### src/rtl/string_interning_hash_table_macros.svh
// ----------------------------------------------------------------------------
// String interning hash table: assertion macros
// Concurrent assertion wrappers, empty when synthesised.
// ----------------------------------------------------------------------------
`ifndef STRING_INTERNING_HASH_TABLE_MACROS_SVH
`define STRING_INTERNING_HASH_TABLE_MACROS_SVH
`ifndef SYNTHESIS
`define SIH_ASSERT_IMP(lbl, clk, rst_n, a, b) \
    lbl: assert property (@(posedge clk) disable iff (!rst_n) (a) |-> (b)) \
        else $error("sih assertion failed");
`define SIH_ASSERT_NXT(lbl, clk, rst_n, a, b) \
    lbl: assert property (@(posedge clk) disable iff (!rst_n) (a) |=> (b)) \
        else $error("sih assertion failed");
`else
`define SIH_ASSERT_IMP(lbl, clk, rst_n, a, b)
`define SIH_ASSERT_NXT(lbl, clk, rst_n, a, b)
`endif
`endif

### src/rtl/sih_pkg.sv
// ----------------------------------------------------------------------------
// String interning hash table package
// Shared constants, status codes and the job control struct.
// ----------------------------------------------------------------------------
package sih_pkg;

    localparam int SLOTS_DEF     = 1024;
    localparam int MAX_KEY_DEF   = 32;
    localparam int ID_W          = 10;
    localparam int LIMIT_W       = 11;
    localparam int STATUS_W      = 3;

    localparam logic [31:0]        HASH_SEED   = 32'd5381;
    localparam logic [LIMIT_W-1:0] LIMIT_RESET = 11'd716;

    localparam logic [STATUS_W-1:0] ST_OK     = 3'd0;
    localparam logic [STATUS_W-1:0] ST_ABSENT = 3'd1;
    localparam logic [STATUS_W-1:0] ST_LIMIT  = 3'd2;
    localparam logic [STATUS_W-1:0] ST_LONG   = 3'd3;
    localparam logic [STATUS_W-1:0] ST_DUP    = 3'd4;

    typedef struct packed {
        logic kind;
        logic ovf;
    } t_job_ctl;

endpackage

### src/rtl/sih_front.sv
// ----------------------------------------------------------------------------
// String interning hash table: front end
// Hashes key bytes, buffers them in the queue and pushes a job per key.
// ----------------------------------------------------------------------------
module sih_front #(
    parameter int SW  = 10,
    parameter int KIW = 5,
    parameter int LW  = 6,
    parameter int MAX_KEY_BYTES = 32
) (
    input  logic                 i_clk,
    input  logic                 i_rst_n,
    input  logic                 i_accept,
    input  logic                 i_kind,
    input  logic [7:0]           i_key_byte,
    input  logic                 i_last,
    output logic                 o_byte_we,
    output logic [KIW-1:0]       o_byte_idx,
    output logic [7:0]           o_byte,
    output logic                 o_push,
    output sih_pkg::t_job_ctl    o_ctl,
    output logic [SW-1:0]        o_home,
    output logic [LW-1:0]        o_len
);

    logic [31:0]   r_hash, n_hash;
    logic [LW-1:0] r_len, n_len;
    logic          r_ovf, n_ovf;
    logic          room;

    assign room = (r_len < LW'(MAX_KEY_BYTES));
    assign n_hash = (r_hash << 5) + r_hash + {24'd0, i_key_byte};
    assign n_len  = room ? r_len + 1'b1 : r_len;
    assign n_ovf  = r_ovf | ~room;

    assign o_byte_we  = i_accept & room;
    assign o_byte_idx = r_len[KIW-1:0];
    assign o_byte     = i_key_byte;
    assign o_push     = i_accept & i_last;
    assign o_ctl.kind = i_kind;
    assign o_ctl.ovf  = n_ovf;
    assign o_home     = n_hash[SW-1:0];
    assign o_len      = n_len;

    always_ff @(posedge i_clk) begin
        if (!i_rst_n) begin
            r_hash <= sih_pkg::HASH_SEED;
            r_len  <= '0;
            r_ovf  <= 1'b0;
        end else if (i_accept) begin
            if (i_last) begin
                r_hash <= sih_pkg::HASH_SEED;
                r_len  <= '0;
                r_ovf  <= 1'b0;
            end else begin
                r_hash <= n_hash;
                r_len  <= n_len;
                r_ovf  <= n_ovf;
            end
        end
    end

endmodule

### config.mk
export PLATFORM = sky130hd
export DESIGN_NAME = sih_front
export DESIGN_NICKNAME = d
export VERILOG_FILES = /design/src/rtl/string_interning_hash_table_macros.svh /design/src/rtl/sih_pkg.sv /design/src/rtl/sih_front.sv
export SDC_FILE = /design/constraint.sdc
export NUM_CORES = 1
export LEC_CHECK = 0
export ABC_AREA = 1
export BUFFER_PORTS_ARGS = -buffer_cell sky130_fd_sc_hd__clkbuf_2
export CAP_MARGIN = 25
export CORE_MARGIN = 3
export CORE_UTILIZATION = 51
export DETAILED_ROUTE_END_ITERATION = 8
export PLACE_DENSITY = 0.8
export SLEW_MARGIN = 20
export SYNTH_ARGS = -nofsm -noshare
export SYNTH_HDL_FRONTEND = slang
export SYNTH_SLANG_ARGS = --single-unit
export TNS_END_PERCENT = 100
### constraint.sdc
create_clock -name i_clk -period 2.5 [get_ports i_clk]
set_input_delay 0.25 -clock i_clk [delete_from_list [all_inputs] [get_ports i_clk]]
set_output_delay 0.25 -clock i_clk [all_outputs]
set_load 0.005 [all_outputs]
* Word level (Yosys, flattened, before mapping)
Index checks and enable logic that the tools add are counted.
** Word-level totals
- Flip-flop bits (word level) :: 39
- Latch bits :: 0
- Bits in writable memories :: 0
- Memory bits (read-only) :: 0
- Bits of input ports :: 13
- Word-level logic and storage cells :: 15
- Memories kept :: 0
** Operators by class
- $add $sub $neg :: 3
- Multipliers :: 0
- Divide/modulo/power cells :: 0
- Order comparisons :: 1
- Equal/unequal tests :: 0
- Shift operators :: 0
- Muxes and demuxes :: 4
- Bitwise gates (word level) :: 4
- Reduce and logical (&&, ||, !) cells :: 0
** Operator list (number)
- $add A32 B32 Y32 :: 1
- $add A32 B8 Y32 :: 1
- $mux W32 :: 1
- $mux W6 :: 2
- $add A6 B1 Y6 const B :: 1
- $lt A6 B6 Y1 const B :: 1
- $and A1 B1 Y1 :: 2
- $mux W1 :: 1
- $not A1 Y1 :: 1
- $or A1 B1 Y1 :: 1

* Logic depth before layout (Yosys ltp)
- Word-level depth :: 4
- Depth in mapped cells :: 12
- Mapped depth without buffers :: 12

* Worst setup path before layout
OpenSTA, ideal clock, no wires.
- Path type :: reg-to-output
- From :: register r_hash[0]
- To :: output o_home[8]
- Data arrival time :: 1838 ps
- Data required time :: 2250 ps
- Setup slack :: 412 ps
- Stages on the path, launching flop included :: 9
- Cell sequence :: dfxtp_1 > inv_1 > fa_1 > inv_1 > ha_1 > a21oi_1 > o21a_1 > nand3b_1 > and2_1
** Between the ends
- Cells in the longest elaborated chain, start to end :: 2
** RTL lines
- start, declared :: line sih_front.sv:26 : logic [31:0] r_hash, n_hash;
- start signal, assigned :: line sih_front.sv:47 : r_hash <= sih_pkg::HASH_SEED;
- start signal, assigned :: line sih_front.sv:52 : r_hash <= sih_pkg::HASH_SEED;
- start signal, assigned :: line sih_front.sv:56 : r_hash <= n_hash;
- $add A32 B32 Y32 :: line sih_front.sv:32 : assign n_hash = (r_hash << 5) + r_hash + {24'd0, i_key_byte};
- $add A32 B8 Y32 :: line sih_front.sv:32
- end, declared :: line sih_front.sv:22 : output logic [SW-1:0] o_home,
No other way between the ends.

* Worst setup path in the final report
- From :: register r_hash[1]
- To :: output o_home[5]
The elaborated chain is that of the path after synthesis.

==> flow_summary.yaml <==
status:
  status: "completed"
timing:
  worst_pin_slew_ns: 0.469
  period_needed_ns: 2.44
  tns_ns: 0
  relSlewSlack_pct: 68.7
  finalHoldViolations: 0
  skew_ns: 0.00643
  hold_slack_ns: 0.246
  fin_crit_sh_pct: 97.6
  timing.fmax_ghz: 0.410
  setup_violations: 0
  report.final.slew_viol_count: 0
drt:
  num_vias: 1332
  wl_per_cell_um: 12.3
  wl_um: 3200
  drt-vias-per-instance: 5.10
  ant_nets: 0
  drc: 0
  first_pass_iters: 4
  first_iter_violations: 46
place:
  place_area_um2: 1550
  dp_hpwl_um: 2370
  gp_congestion: 0.891
  port_buffers: 43
logic_synthesis:
  ys_warn_count: 0
  ys_seq_elements: 17
  synth.distinct_cells: 28
  syn_inst: 197
  synth.cell_area_um2: 1430
  synth_area_per_cell_um2: 7.24
  synth_fp_nets: 229
  synthTopCellsByArea: "dfxtp_1 (24%), nand2_1 (14%), ha_1 (13%), buf_4 (7.9%), inv_1 (7.1%)"
  synth_largest_area_cell: "dfxtp_1"
  synth_top_area_share_pct: 23.9
  yosysSeqAreaShare_pct: 23.9
clocking:
  clockBufferDepth: 2
  cts_made_buffers: 3
  cts.sinks: 17
  insertion_delay_ns: 0.29
  cts_tree: "built"
  cts_root_buf: "clkbuf_4"
  cts.clk_slew.worst_paths_ns: 0.10
  htreeDepth: 1
floorplanning:
  die_height_um: 58.9
  core_area_um2: 2570
  die_w_um: 58.9
  boundaryPins: 46
  rows: 18
  initial_core_util_pct: 55.6
  die_area_um2: 3470
worst_setup_path:
  arrival_ns: 2.19
  critPathLaunchType: "flip-flop"
  required_ns: 2.25
  end_kind: "output port"
  r2r-start: "r_hash[1]"
  crit_start: "r_hash[1]"
  path_class: "reg -> out"
  ff2ff_path_depth: 11
  worst-path-max-fanout: 3
  r2r_slack_ns: 0.47
finish:
  syn2layout_area_growth_pct: 18.2
  final_design_area_no_fill_um2: 1690
  antenna_cells: 0
  layout-drive-gt1-share_pct: 34.2
  finalNetCount: 264
  fin_util_pct: 65.6
worst_hold_path:
  whs_path_depth: 2
  hp-start: "i_accept"
  min_path_type: "in -> reg"
power:
  p_per_area_nw_per_um2: 512
  max-vdd-ir-drop_v: 0.000348
  p_leak_nw: 0.903
  total_power_mw: 0.864
grt:
  grt.total_usage_pct: 18.4
  grt_pass1_vias: 1154
  grt_max_degree: 19
  grt-ovfl-total: 0
  antenna_found_initial: 0
  grt_pass1_wl_um: 4910
flow_run:
  timing.max_cap.violations: 0
==> placed cells by master (no fill, tap or decap), types with 4 or more instances in the layout <==
master,count
a21oi_1,16
and2_1,4
buf_4,5
clkbuf_2,43
dfxtp_1,13
dfxtp_2,4
ha_1,11
inv_1,24
inv_2,5
nand2_1,52
nand2_2,5
nand3_1,9
nor2_1,7
==> registers in the layout, indices dropped and copies added (netlist names) <==
name	flops
r_len	6
r_hash	10
r_ovf	1
==> per-layer routing <==
layer  track usage (%)  vias to the layer above  wire, um
met1              24.0                      610      1420
met2              30.4                       40      1590
met4              8.09                        0        43
met5                 0                        -         0
li1                  -                      677         -
met3              2.19                        5       147
==> critical path, stage by stage, from the launching register on <==
cell,delay [ns]
dfxtp_2,0.36
ha_1,0.28
ha_2,0.17
inv_1,0.05
fa_2,0.36
inv_1,0.08
nand3_2,0.07
nand2_2,0.11
buf_4,0.13
xor2_2,0.16
clkbuf_2,0.14
==> power breakdown <==
group / internal, mW / leakage (nW) / switching, mW
clock: 0.0621 / 0.0150 / 0.0843
sequential: 0.287 / 0.139 / 0.0144
combinational: 0.194 / 0.749 / 0.222
total: 0.543 / 0.903 / 0.321
==> metrics by stage <==
stage	instances	worst slack, ns
finish	261	0.0605
global route	261	-0.0356
CTS	256	0.00564
global placement	252	0.226
floorplan	197	0.412
detailed placement	252	0.173
==> area by class of cell <==
class                           count  area [um2]
Multi-Input combinational cell    133         915
Fill cell                         262         882
Sequential cell                    17         345
Tap cell                           30        37.5
Timing Repair Buffer               48         253
Clock buffer                        4        26.3
Inverter                           29         109
==> cells by family (layout without fill, tap and decap cells) <==
logic type	Yosys count	after routing	share of synthesized area, %
flops	17	17	23.9
simple gates	84	84	26.1
compound gates	23	23	9.04
xor+xnor	7	7	5.35
fa+ha+maj	19	19	18.8
buf+inv	47	81	16.9
==> synthesized netlist by cell type <==
cell type / n
nand3b_1: 2
inv_1: 27
xor2_1: 3
nand3_1: 10
a21oi_1: 18
o211ai_1: 2
buf_4: 15
nor2_4: 1
buf_6: 1
nand4_2: 1
o21a_1: 1
and2_1: 4
nand2_2: 2
or2_2: 1
dfxtp_1: 17
nand2_1: 55
buf_2: 1
a21oi_2: 1
xnor2_2: 1
ha_1: 15
inv_2: 2
nand4_1: 1
fa_1: 4
nor2_1: 7
clkbuf_1: 1
xor2_2: 1
a211oi_1: 1
xnor2_1: 2
==> timing repair <==
item | 4_1_cts | 5_1_grt
setup endpoints to repair | 4 | 4
hold buffers | 0 | 0
buffers inserted | 0 | 5
hold endpoints to repair | 0 | 0
gates resized for setup | 5 | 14
pin swaps | 1 | 9
==> final timing paths <==
kind | endpoint
setup reg to reg | r_hash[5]
hold / removal | r_hash[0]
hold reg to reg | r_hash[5]
setup / recovery | o_home[5]
No activity file was read; power rests on OpenSTA's default activity.
