<file path="src/rtl/string_interning_hash_table_macros.svh">
// ----------------------------------------------------------------------------
// String interning hash table: assertion macros
// Concurrent assertion wrappers, empty when synthesised.
// ----------------------------------------------------------------------------
`ifndef STRING_INTERNING_HASH_TABLE_MACROS_SVH
`define STRING_INTERNING_HASH_TABLE_MACROS_SVH
`ifndef SYNTHESIS
`define SIH_ASSERT_IMP(lbl, clk, rst_n, a, b) \
    lbl: assert property (@(posedge clk) disable iff (!rst_n) (a) |-> (b)) \
        else $error("sih assertion failed");
`define SIH_ASSERT_NXT(lbl, clk, rst_n, a, b) \
    lbl: assert property (@(posedge clk) disable iff (!rst_n) (a) |=> (b)) \
        else $error("sih assertion failed");
`else
`define SIH_ASSERT_IMP(lbl, clk, rst_n, a, b)
`define SIH_ASSERT_NXT(lbl, clk, rst_n, a, b)
`endif
`endif

</file>
<file path="src/rtl/sih_pkg.sv">
// ----------------------------------------------------------------------------
// String interning hash table package
// Shared constants, status codes and the job control struct.
// ----------------------------------------------------------------------------
package sih_pkg;

    localparam int SLOTS_DEF     = 1024;
    localparam int MAX_KEY_DEF   = 32;
    localparam int ID_W          = 10;
    localparam int LIMIT_W       = 11;
    localparam int STATUS_W      = 3;

    localparam logic [31:0]        HASH_SEED   = 32'd5381;
    localparam logic [LIMIT_W-1:0] LIMIT_RESET = 11'd716;

    localparam logic [STATUS_W-1:0] ST_OK     = 3'd0;
    localparam logic [STATUS_W-1:0] ST_ABSENT = 3'd1;
    localparam logic [STATUS_W-1:0] ST_LIMIT  = 3'd2;
    localparam logic [STATUS_W-1:0] ST_LONG   = 3'd3;
    localparam logic [STATUS_W-1:0] ST_DUP    = 3'd4;

    typedef struct packed {
        logic kind;
        logic ovf;
    } t_job_ctl;

endpackage

</file>
<file path="src/rtl/sih_queue.sv">
// ----------------------------------------------------------------------------
// String interning hash table: job queue
// Two key buffers with their job descriptors between front and back end.
// ----------------------------------------------------------------------------
`include "string_interning_hash_table_macros.svh"

module sih_queue #(
    parameter int SW  = 10,
    parameter int KIW = 5,
    parameter int LW  = 6
) (
    input  logic                 i_clk,
    input  logic                 i_rst_n,
    input  logic                 i_byte_we,
    input  logic [KIW-1:0]       i_byte_idx,
    input  logic [7:0]           i_byte,
    input  logic                 i_push,
    input  sih_pkg::t_job_ctl    i_ctl,
    input  logic [SW-1:0]        i_home,
    input  logic [LW-1:0]        i_len,
    input  logic                 i_pop,
    input  logic [KIW-1:0]       i_rd_idx,
    output logic                 o_valid,
    output logic                 o_full,
    output sih_pkg::t_job_ctl    o_ctl,
    output logic [SW-1:0]        o_home,
    output logic [LW-1:0]        o_len,
    output logic [7:0]           o_byte
);

    logic [7:0]        mem_key [2*(2**KIW)];
    sih_pkg::t_job_ctl r_ctl  [2];
    logic [SW-1:0]     r_home [2];
    logic [LW-1:0]     r_len  [2];
    logic [1:0]        r_cnt;
    logic              r_wr;
    logic              r_rd;
    logic [7:0]        r_byte;

    assign o_valid = (r_cnt != 2'd0);
    assign o_full  = (r_cnt == 2'd2);
    assign o_ctl   = r_ctl[r_rd];
    assign o_home  = r_home[r_rd];
    assign o_len   = r_len[r_rd];
    assign o_byte  = r_byte;

    always_ff @(posedge i_clk) begin
        if (i_byte_we) begin
            mem_key[{r_wr, i_byte_idx}] <= i_byte;
        end
        r_byte <= mem_key[{r_rd, i_rd_idx}];
    end

    always_ff @(posedge i_clk) begin
        if (i_push) begin
            r_ctl[r_wr]  <= i_ctl;
            r_home[r_wr] <= i_home;
            r_len[r_wr]  <= i_len;
        end
    end

    always_ff @(posedge i_clk) begin
        if (!i_rst_n) begin
            r_cnt <= 2'd0;
            r_wr  <= 1'b0;
            r_rd  <= 1'b0;
        end else begin
            if (i_push) begin
                r_wr <= ~r_wr;
            end
            if (i_pop) begin
                r_rd <= ~r_rd;
            end
            r_cnt <= r_cnt + {1'b0, i_push} - {1'b0, i_pop};
        end
    end

    `SIH_ASSERT_IMP(a_no_push_full, i_clk, i_rst_n, i_push, r_cnt != 2'd2)
    `SIH_ASSERT_IMP(a_no_pop_empty, i_clk, i_rst_n, i_pop, r_cnt != 2'd0)
    `SIH_ASSERT_NXT(a_push_fills, i_clk, i_rst_n, i_push && !i_pop, r_cnt != 2'd0)

endmodule

</file>
<file path="config.mk">
export PLATFORM = sky130hd
export DESIGN_NAME = sih_queue
export DESIGN_NICKNAME = d
export VERILOG_FILES = /design/src/rtl/sih_pkg.sv /design/src/rtl/sih_queue.sv
export VERILOG_INCLUDE_DIRS = /design/src /design/src/rtl
export SDC_FILE = /design/constraint.sdc
export NUM_CORES = 1
export LEC_CHECK = 0
export BUFFER_PORTS_ARGS = -buffer_cell sky130_fd_sc_hd__buf_2
export CORE_ASPECT_RATIO = 1.4
export CORE_MARGIN = 8
export CORE_UTILIZATION = 56
export CTS_CLUSTER_SIZE = 10
export DETAILED_ROUTE_END_ITERATION = 10
export PLACE_DENSITY = 0.84
export SLEW_MARGIN = 10
export SYNTH_ARGS = -nofsm -noshare
export SYNTH_HDL_FRONTEND = slang
export SYNTH_SLANG_ARGS = --single-unit
export TNS_END_PERCENT = 30
</file>
<file path="constraint.sdc">
create_clock -name i_clk -period 2.1 [get_ports i_clk]
set_input_delay 0.42 -clock i_clk [delete_from_list [all_inputs] [get_ports i_clk]]
set_output_delay 0.42 -clock i_clk [all_outputs]
set_load 0.005 [all_outputs]
</file>
==> Yosys cells after proc, flatten, opt, wreduce, memory -nomap -nowiden <==
Memory sizes are Yosys's and may differ from the RTL's. A register that Yosys moved wholly into a read port is not among the register bits.
Index checks and enable logic that the tools add are counted.
{ "op_classes": {"n_addsub": 2, "n_eq_ne": 1, "n_mux": 10, "n_bitwise": 2, "n_reduce_logical": 1} }
{ "op_table": {"columns": ["cell", "count"], "rows": [
  ["$mux 1", 10],
  ["$add 2x1->2", 1],
  ["$eq 2x2->1 const B", 1],
  ["$not 1->1", 2],
  ["$reduce_bool 2->1", 1],
  ["$sub 2x1->2", 1]
]} }
{ "totals": {"reg_bits": 4, "ram_bits": 548, "out_inout_bits": 28, "word_cells": 23, "memories": 4} }
{ "mem_list": {"columns": ["name", "words", "word_bits", "read_ports", "rd_clocked_by_memory_dff", "write_ports", "line", "text"], "rows": [
  ["mem_key", 64, 8, 1, 1, 1, "sih_queue.sv:31", "logic [7:0] mem_key [2*(2**KIW)];"],
  ["r_home", 2, 10, 1, 1, 1, "sih_queue.sv:33", "logic [SW-1:0] r_home [2];"],
  ["r_len", 2, 6, 1, 1, 1, "sih_queue.sv:34", "logic [LW-1:0] r_len [2];"],
  ["r_ctl", 2, 2, 1, 1, 1, "sih_queue.sv:32", "sih_pkg::t_job_ctl r_ctl [2];"]
]} }

==> Depth between registers and ports, before layout <==
Gate-level depths: netlist (run 1).
{ "depth": {"word_depth": 3, "ltp_mapped": 7, "depth_no_buf": 7} }

==> Worst setup path after synthesis (run 1) <==
Ideal clock, no wire load.
{ "synth_path": {"path_type": "input to register", "startpoint": "in i_byte_idx[3]", "endpoint": "mem mem_key[32][0], enable pin", "setup_ps": 383, "arrival_ps": 1657, "t_required_ps": 1717, "path_slack_ps": 59, "path_stages": 4, "path_buffers": 1, "path_cell_list": "clkbuf_1 nor4bb_1 nand2b_1 nor3_1"} }
{ "synth_lines": {"columns": ["element", "line", "text"], "rows": [
  ["from (decl)", "sih_queue.sv:15", "input logic [KIW-1:0] i_byte_idx,"],
  ["to (decl)", "sih_queue.sv:31", null]
]} }
Straight into the memory's write port.

==> impl_metrics.toml, run 1 <==
[run_status]
outcome = "complete, no violations"

[clocking]
holdBufCountCts = 0
post_cts_buffers = 0
cts_htree_levels = 3
cts_tree = "built"
path_clk_slew_ns = 0.05
cts_buffers = 66
clock_sinks = 561
insertion_delay_ns = 0.58
cts.repair.resized = 0
clk_path_buf_depth = 3
cts-root-buf = "clkbuf_16"

[synthesis]
ys_top_cells_by_area = "edfxtp_1 77%, mux4_2 13%, dfxtp_1 1.2%"
ys_seq_area_share_pct = 77.96
yosys.area_share.xor_xnor_pct = 0.1225
ys_warn_count = 0
synth_edf_count = 548
synth_compound_area_share_pct = 2.993
synth_cell_types = 36
synthTopCellsByCount = "548 x edfxtp_1, 128 x mux4_2, 66 x nor2_1"
synth_top_area_share_pct = 76.74
muxShareOfSynthArea_pct = 14.62
avgSynthCellArea_um2 = 21.64
synthArstFlopShare_pct = 0
ys_seq_elements = 561
synth-adder-area-share_pct = 0.1167
ys.flop_type = "edfxtp_1"
synthSimpleGateAreaFrac_pct = 2.818
synth_cells = 991
synth_most_common_cell = "edfxtp_1"
syn-num-nets = 1034
synth_area_mm2 = 0.02144
synth_top_family_by_area = "multiplexers"
yosysTopAreaCell = "edfxtp_1"

[pwr]
leakagePower_nw = 8.300
ir_worst_vdd_v = 0.0007000
pwr_density_cell_mw_per_mm2 = 942.8

[drt]
top_layer_used = "met4"
via_per_inst = 6.501
drt-initial-drc-count = 1170
drc = 0
firstDrtPassIters = 7
wl_per_cell_um = 29.71
vias = 11180
wl_um = 51080
wirelength_met1_um = 16870
wl_met2_um = 26920
wl_met3_um = 4857
final_antenna_net_count = 0

[global_route]
grt_antenna_before_repair = 2
grt_max_degree = 65
grt.total_usage_pct = 23.20
grt_pass1_vias = 11880
grt_pass1_wl_um = 75890
gr-total-overflow = 0

[worst_setup_path]
cp_slowest_stage_delay_ns = 0.37
cp.required_ns = 1.68
path_class = "reg -> out"
crit_slowest_cell = "mux2_2"
worst-r2r-cell-count = 4
endpoint_kind = "primary output"
startpoint_type = "flop"
r2r_start = "r_wr"
reg2reg_setup_slack_ns = 0.17
crit_path_max_fanout = 18
worstReg2RegEnd = "mem_key[4][4]"
crit_arrival_ns = 1.60
crit_chain = "buf_6 -> mux2_2 -> buf_2"

[hold_path]
worstHoldStart = "i_home[3]"
min_delay_path_depth = 1
hold_path_class = "in -> reg"
hold_end = "r_home[0][3]"

[timing]
setup_tns_ns = 0
fin_skew_ns = 0.02264
tightest_slew_ns = 1.344
fin_crit_ns = 2.019
relSlewSlack_pct = 10.42
post-route-period-util_pct = 96.12
setup_viol = 0
drv_slew = 0
max_freq_mhz = 495.4
rsz0062_at_grt = "no"
hold_violations = 0
whs_ns = 0.03532

[floorplan]
die_h_um = 247.5
die_width_um = 181.4
boundaryPins = 69
coreArea_mm2 = 0.03807
fp.dieArea_mm2 = 0.04490
rows = 85
start_util_pct = 56.32

[cells_and_area]
nFillCells = 2295
drive_gt1_share_pct = 35.35
nets = 1259
area_delta_synth_final_pct = 17.26
finalInstanceArea_mm2 = 0.02514
post-route-util_pct = 66.04

[placement]
post-dp-hpwl_um = 31330
io_buffer_count = 68
place_congestion = 0.8458
place_area_mm2 = 0.02333

[flow_run]
cap_violations = 0
==> stage by stage <==
stage	total power, W	worst slack [ns]	std cells
floorplan	0.01338	0.05925	991
global placement	0.01399	-0.3250	1626
detailed placement	0.01406	-0.3773	1626
CTS	0.02379	0.008700	1717
global route	0.02429	0.03747	1717
finish	0.02371	0.08146	1719
==> critical path: cells and delay by family, from the launching register on <==
family                 cells  cell delay, ns
flip-flops                 1            0.32
multiplexers               1            0.37
buffers and inverters      2            0.33
==> layout by cell type, fill, tap and decap left out, types with 12 or more instances in the layout <==
cell type | netlist | layout
buf_2 | 6 | 64
mux2_2 | 18 | 18
clkbuf_1 | 25 | 17
edfxtp_1 | 548 | 548
a22oi_1 | 32 | 32
dfxtp_1 | 13 | 13
a21oi_1 | 21 | 21
mux4_2 | 128 | 128
o22ai_1 | 17 | 17
clkbuf_16 | 0 | 66
buf_4 | 8 | 133
nor2_1 | 66 | 66
buf_12 | 0 | 12
nor2b_1 | 12 | 12
==> logic make-up after synthesis <==
family | after synthesis
compound gates | 94
xor+xnor | 3
fa+ha+maj | 2
buf+inv | 56
flops | 561
mux | 151
simple gates | 124
==> worst max path at each step <==
stage | end | slack, ns | depth (start not counted)
after global routing | o_home[9] | 0.04 | 3
after CTS | o_home[4] | 0.009 | 3
final | o_home[4] | 0.08 | 3
after global placement | o_byte[3] | -0.33 | 6
after detailed placement | o_byte[3] | -0.38 | 6
after floorplan | mem_key[32][0] | 0.06 | 4
==> power by group <==
group / internal (W) / leakage, nW / total (W) / switching (W)
Sequential: 0.0124 / 5.05 / 0.0125 / 0.0000683
Clock: 0.00572 / 0.876 / 0.00984 / 0.00412
Combinational: 0.000578 / 2.37 / 0.00137 / 0.000792
==> metal layers <==
| layer | global-route usage (%) | vias to the layer above |
|---|---|---|
| li1 | - | 4571 |
| met1 | 26.58 | 5736 |
| met2 | 41.03 | 718 |
| met3 | 4.892 | 150 |
| met4 | 11.67 | 0 |
| met5 | 0 | - |
==> registers in the layout (all words and copies together) (netlist names), named ones only <==
signal / flops
mem_key: 512
r_home: 20
r_len: 12
o_byte: 8
r_ctl: 4
r_cnt: 2
r_rd: 1
r_wr: 1
==> final cells by class <==
class	count	area [um2]	area share (%)
clock inverter	8	85.08	0.3384
multi-input combinational	374	4433	17.63
antenna	2	5.005	0.01990
tap	478	598.1	2.379
inverter	2	7.507	0.02986
clock buffer	83	1715	6.822
timing repair buffer	211	1584	6.300
sequential	561	16720	66.48
Note: power is estimated with default switching activity, not from simulation.
==> run 2, diff against run 1 <==
CELL_PAD_IN_SITES_DETAIL_PLACEMENT = 0   (was not set)
CELL_PAD_IN_SITES_GLOBAL_PLACEMENT = 1   (was not set)
CORE_UTILIZATION = 49   (was 56)
PLACE_DENSITY = 0.83   (was 0.84)
==> impl_metrics.toml, run 2 (synthesis results as in run 1) <==
[run_status]
outcome = "complete, no violations"

[flow_run]
cap_violations = 0

[worst_setup_path]
cp.required_ns = 1.68
reg2reg_setup_slack_ns = 0.30
path_class = "reg -> out"
crit_arrival_ns = 1.60
startpoint_type = "flop"
endpoint_kind = "primary output"
worst-r2r-cell-count = 4
worstReg2RegEnd = "mem_key[4][5]"
crit_path_max_fanout = 18
r2r_start = "r_wr"

[clocking]
cts_buffers = 66
cts_htree_levels = 3
clk_path_buf_depth = 3
clock_sinks = 561
path_clk_slew_ns = 0.06
post_cts_buffers = 0
cts_tree = "built"
cts-root-buf = "clkbuf_16"
insertion_delay_ns = 0.59

[floorplan]
coreArea_mm2 = 0.04313
start_util_pct = 49.72
die_width_um = 192.8
boundaryPins = 69
fp.dieArea_mm2 = 0.05081
rows = 90
die_h_um = 263.5

[global_route]
grt_pass1_vias = 11380
grt_max_degree = 65
grt_pass1_wl_um = 71540
gr-total-overflow = 0
grt_antenna_before_repair = 0
grt.total_usage_pct = 19.13

[timing]
tightest_slew_ns = 1.273
rsz0062_at_grt = "no"
drv_slew = 0
fin_skew_ns = 0.02374
max_freq_mhz = 495.4
setup_tns_ns = 0
hold_violations = 0
fin_crit_ns = 2.019
whs_ns = 0.03153
setup_viol = 0
post-route-period-util_pct = 96.13
relSlewSlack_pct = 15.14

[cells_and_area]
nets = 1240
regArea_mm2 = 0.01672
n_antenna_cell = 0
multi_input_area_mm2 = 0.004433
largest_reg_flops = 512
reg_top3 = "mem_key: 512 flops, r_home: 20 flops, r_len: 12 flops"
layout_commonest_cell = "edfxtp_1"
drive_gt1_share_pct = 34.09
largest_register = "mem_key"
area_delta_synth_final_pct = 17.63
nFillCells = 3031
final_cell_mix = "548 x edfxtp_1, 128 x mux4_2, 105 x buf_4"

[drt]
drt-initial-drc-count = 1119
wl_um = 47750
firstDrtPassIters = 7
drc = 0
via_per_inst = 5.994
wl_per_cell_um = 26.86
final_antenna_net_count = 0
vias = 10660

[placement]
post-dp-hpwl_um = 30960
place_congestion = 0.8561
io_buffer_count = 68

[hold_path]
hold_path_class = "in -> reg"
worstHoldStart = "i_home[0]"
hold_end = "r_home[1][0]"
min_delay_path_depth = 1

[pwr]
leakagePower_nw = 8.252
pwr_density_cell_mw_per_mm2 = 945.6
ir_worst_vdd_v = 0.0005493
run 2: timing repair:
action	4_1_cts	5_1_grt
gates resized for setup	1	0
setup endpoints to repair	3	0
endpoints found under the hold margin	2	0
hold buffers	1	0
run 2: where the power goes:
group          switching, W  internal, W  leakage [nW]
combinational      0.000763     0.000582          2.30
sequential        0.0000570       0.0124          5.05
clock               0.00412      0.00590         0.899
run 2: worst max-delay path by stage:
stage,startpoint,to,slack [ns],cells past startpoint
3_3_place_gp,i_rd_idx[0],o_byte[1],-0.23,7
2_1_floorplan,i_byte_idx[3],mem_key[32][0],0.06,4
6_report,flop,o_home[4],0.08,3
4_1_cts,flop,o_home[4],0.03,3
3_5_place_dp,i_rd_idx[0],o_byte[1],-0.28,7
5_1_grt,flop,o_home[4],0.01,3
run 2: worst max-delay path, stage by stage, from the launching register on:
cell	delay [ns]
dfxtp_1	0.32
buf_6	0.19
mux2_2	0.37
buf_2	0.13
run 2: metal layers:
metal | global-route usage [%] | vias to the layer above | routed length (um)
met5 | 0 | - | 0
met4 | 9.350 | 0 | 1948
met3 | 3.639 | 98 | 3651
met2 | 32.41 | 470 | 24800
met1 | 23.06 | 5541 | 17350
li1 | - | 4549 | -
run 2: per-stage QoR:
step	cell area [um2]	setup slack, ns	power [W]	cells	util [%]
6_report	25220	0.08134	0.02385	1778	58.49
5_1_grt	25220	0.009892	0.02453	1778	58.49
4_1_cts	25220	0.03275	0.02405	1778	58.49
3_5_place_dp	23350	-0.2774	0.01405	1680	54.13
3_3_place_gp	23350	-0.2327	0.01401	1680	54.13
2_1_floorplan	21440	0.05925	0.01338	991	-
run 2: area by class of cell:
type,instances,share of cell area [%]
clock buffers,91,7.088
repair buffers,192,6.002
multi-input cells,374,17.57
inverters,2,0.02976
flip-flops and latches,561,66.27
well taps,552,2.738
clock inverters,6,0.2976
==> run 3, diff against run 2 <==
--- a/config.mk
+++ b/config.mk
@@ -11,9 +11,10 @@
 export CELL_PAD_IN_SITES_GLOBAL_PLACEMENT = 1
 export CORE_ASPECT_RATIO = 1.4
-export CORE_MARGIN = 8
-export CORE_UTILIZATION = 49
+export CORE_MARGIN = 2
+export CORE_UTILIZATION = 51
+export CTS_BUF_LIST = sky130_fd_sc_hd__clkbuf_2
 export CTS_CLUSTER_SIZE = 10
 export DETAILED_ROUTE_END_ITERATION = 10
-export PLACE_DENSITY = 0.83
+export PLACE_DENSITY = 0.85
 export SLEW_MARGIN = 10
 export SYNTH_ARGS = -nofsm -noshare
==> constraint.sdc (replaced) <==
create_clock -name i_clk -period 2.1 [get_ports i_clk]
set_input_delay 0.42 -clock i_clk [delete_from_list [all_inputs] [get_ports i_clk]]
set_output_delay 0.42 -clock i_clk [all_outputs]
set_load 0.01 [all_outputs]
==> impl_metrics.toml, run 3 (synthesis results as in run 1) <==
[floorplan]
die_width_um = 177.3
start_util_pct = 51.80
fp.dieArea_mm2 = 0.04372
coreArea_mm2 = 0.04140
die_h_um = 246.6
boundaryPins = 69
rows = 88

[cells_and_area]
final_cell_mix = "548 x edfxtp_1, 165 x clkbuf_2, 134 x buf_4"
nets = 1365
largest_reg_flops = 512
largest_register = "mem_key"
post-route-util_pct = 61.03
final_cells = 1957
reg_top3 = "mem_key: 512 flops, r_home: 20 flops, r_len: 12 flops"
area_delta_synth_final_pct = 17.82
finalInstanceArea_mm2 = 0.02526
drive_gt1_share_pct = 39.19
layout_commonest_cell = "edfxtp_1"

[timing]
fin_skew_ns = 0.08797
relSlewSlack_pct = 18.41
setup_viol = 20
hold_violations = 0
drv_slew = 0
max_freq_mhz = 389.2
fin_crit_ns = 2.570
tightest_slew_ns = 1.224
fin_ws_ns = -0.4696
rsz0062_at_grt = "yes"
post-route-period-util_pct = 122.4

[worst_setup_path]
crit_path_max_fanout = 4
crit_arrival_ns = 2.15
reg2reg_setup_slack_ns = 0.08
cp.required_ns = 1.68
startpoint_type = "flop"
endpoint_kind = "primary output"
r2r_start = "r_wr"
path_class = "reg -> out"
worst-r2r-cell-count = 4
worstReg2RegEnd = "mem_key[34][1]"

[global_route]
grt_max_degree = 65
grt_pass1_wl_um = 70390
grt.total_usage_pct = 22.35
gr-total-overflow = 0
grt_antenna_before_repair = 1
grt_pass1_vias = 11960

[drt]
wl_met2_um = 26320
wirelength_met1_um = 16720
wl_per_cell_um = 24.66
drc = 0
final_antenna_net_count = 0
via_per_inst = 5.742
firstDrtPassIters = 7
wl_met3_um = 3287
wl_um = 48270
vias = 11240
drt-initial-drc-count = 888
top_layer_used = "met4"

[placement]
post-dp-hpwl_um = 30390
place_congestion = 0.8203
place_inst = 1692
place_area_mm2 = 0.02345
io_buffer_count = 68

[hold_path]
hold_end = "r_len[1][4]"
hold_path_class = "in -> reg"
min_delay_path_depth = 2
worstHoldStart = "i_len[4]"

[clocking]
clock_sinks = 561
path_clk_slew_ns = 0.12
clk_path_buf_depth = 3
cts_tree = "built"
cts_buffers = 120
cts_htree_levels = 3
post_cts_buffers = 0
cts-root-buf = "clkbuf_2"
insertion_delay_ns = 1.10

[run_status]
outcome = "finished, violations left"
violations = "setup timing"

[pwr]
leakagePower_nw = 8.590
pwr_density_cell_mw_per_mm2 = 806.2
ir_worst_vdd_v = 0.0004158

[flow_run]
cap_violations = 0
-- run 3: cell count changes in the layout (fill, tap and decap cells not counted), moves of 9 or more --
| cell | delta |
|---|---|
| buf_2 | -20 |
| clkinv_1 | +39 |
| mux2_4 | +18 |
| clkbuf_2 | +165 |
| clkinv_2 | +9 |
| dlygate4sd3_1 | +44 |
| mux2_2 | -18 |
| clkbuf_16 | -66 |
| buf_4 | +29 |
| clkbuf_1 | -23 |
| buf_6 | +20 |
-- run 3: worst max-delay path: stages (launching register included) --
cell and delay (ns):
dfxtp_4 0.44, clkbuf_16 0.17, mux2_4 0.31, buf_6 0.13
-- run 3: timing repair --
| action | CTS | global route |
|---|---|---|
| cloned | 0 | 3 |
| pin swaps | 1 | 0 |
| hold buffers | 45 | 0 |
| setup endpoints to repair | 24 | 20 |
| endpoints found under the hold margin | 439 | 0 |
| resized for setup | 21 | 29 |
-- run 3: worst max-delay path by stage --
stage / startpoint / end / slack (ns) / depth (start not counted)
after CTS: flop / o_home[6] / -0.54 / 3
after floorplan: i_byte_idx[3] / mem_key[32][0] / 0.06 / 4
after detailed placement: i_rd_idx[0] / o_byte[5] / -0.22 / 7
after global routing: flop / o_home[9] / -0.54 / 3
final: flop / o_home[5] / -0.47 / 3
after global placement: i_rd_idx[0] / o_byte[2] / -0.21 / 7
-- run 3: metrics by stage --
stage	hold WS (ns)	power, W	TNS, ns	setup WS (ns)
finish	0.1222	0.02037	-8.299	-0.4696
global route	0.05272	0.02120	-9.794	-0.5446
CTS	0.02282	0.02045	-9.757	-0.5393
detailed placement	0.6165	0.01408	-1.481	-0.2240
global placement	0.6111	0.01404	-1.279	-0.2133
floorplan	0.5189	0.01341	0	0.05925
-- run 3: area by class of cell --
| cell class | instances | area (um2) |
|---|---|---|
| sequential | 561 | 16730 |
| timing repair buffer | 263 | 2267 |
| clock inverter | 51 | 255.2 |
| clock buffer | 165 | 825.8 |
| multi-input combinational | 374 | 4503 |
| antenna | 1 | 2.502 |
| inverter | 2 | 7.507 |
| tap | 540 | 675.6 |
| fill | 2963 | 16140 |
-- run 3: power by group --
part	internal, W	switching, W
Combinational	0.000746	0.000835
Clock	0.00239	0.00393
Sequential	0.0124	0.0000745
-- run 3: routing by layer --
metal	vias up	GRT usage (%)
li1	4905	-
met4	0	11.09
met5	-	0
met2	549	39.91
met3	120	4.167
met1	5663	25.71
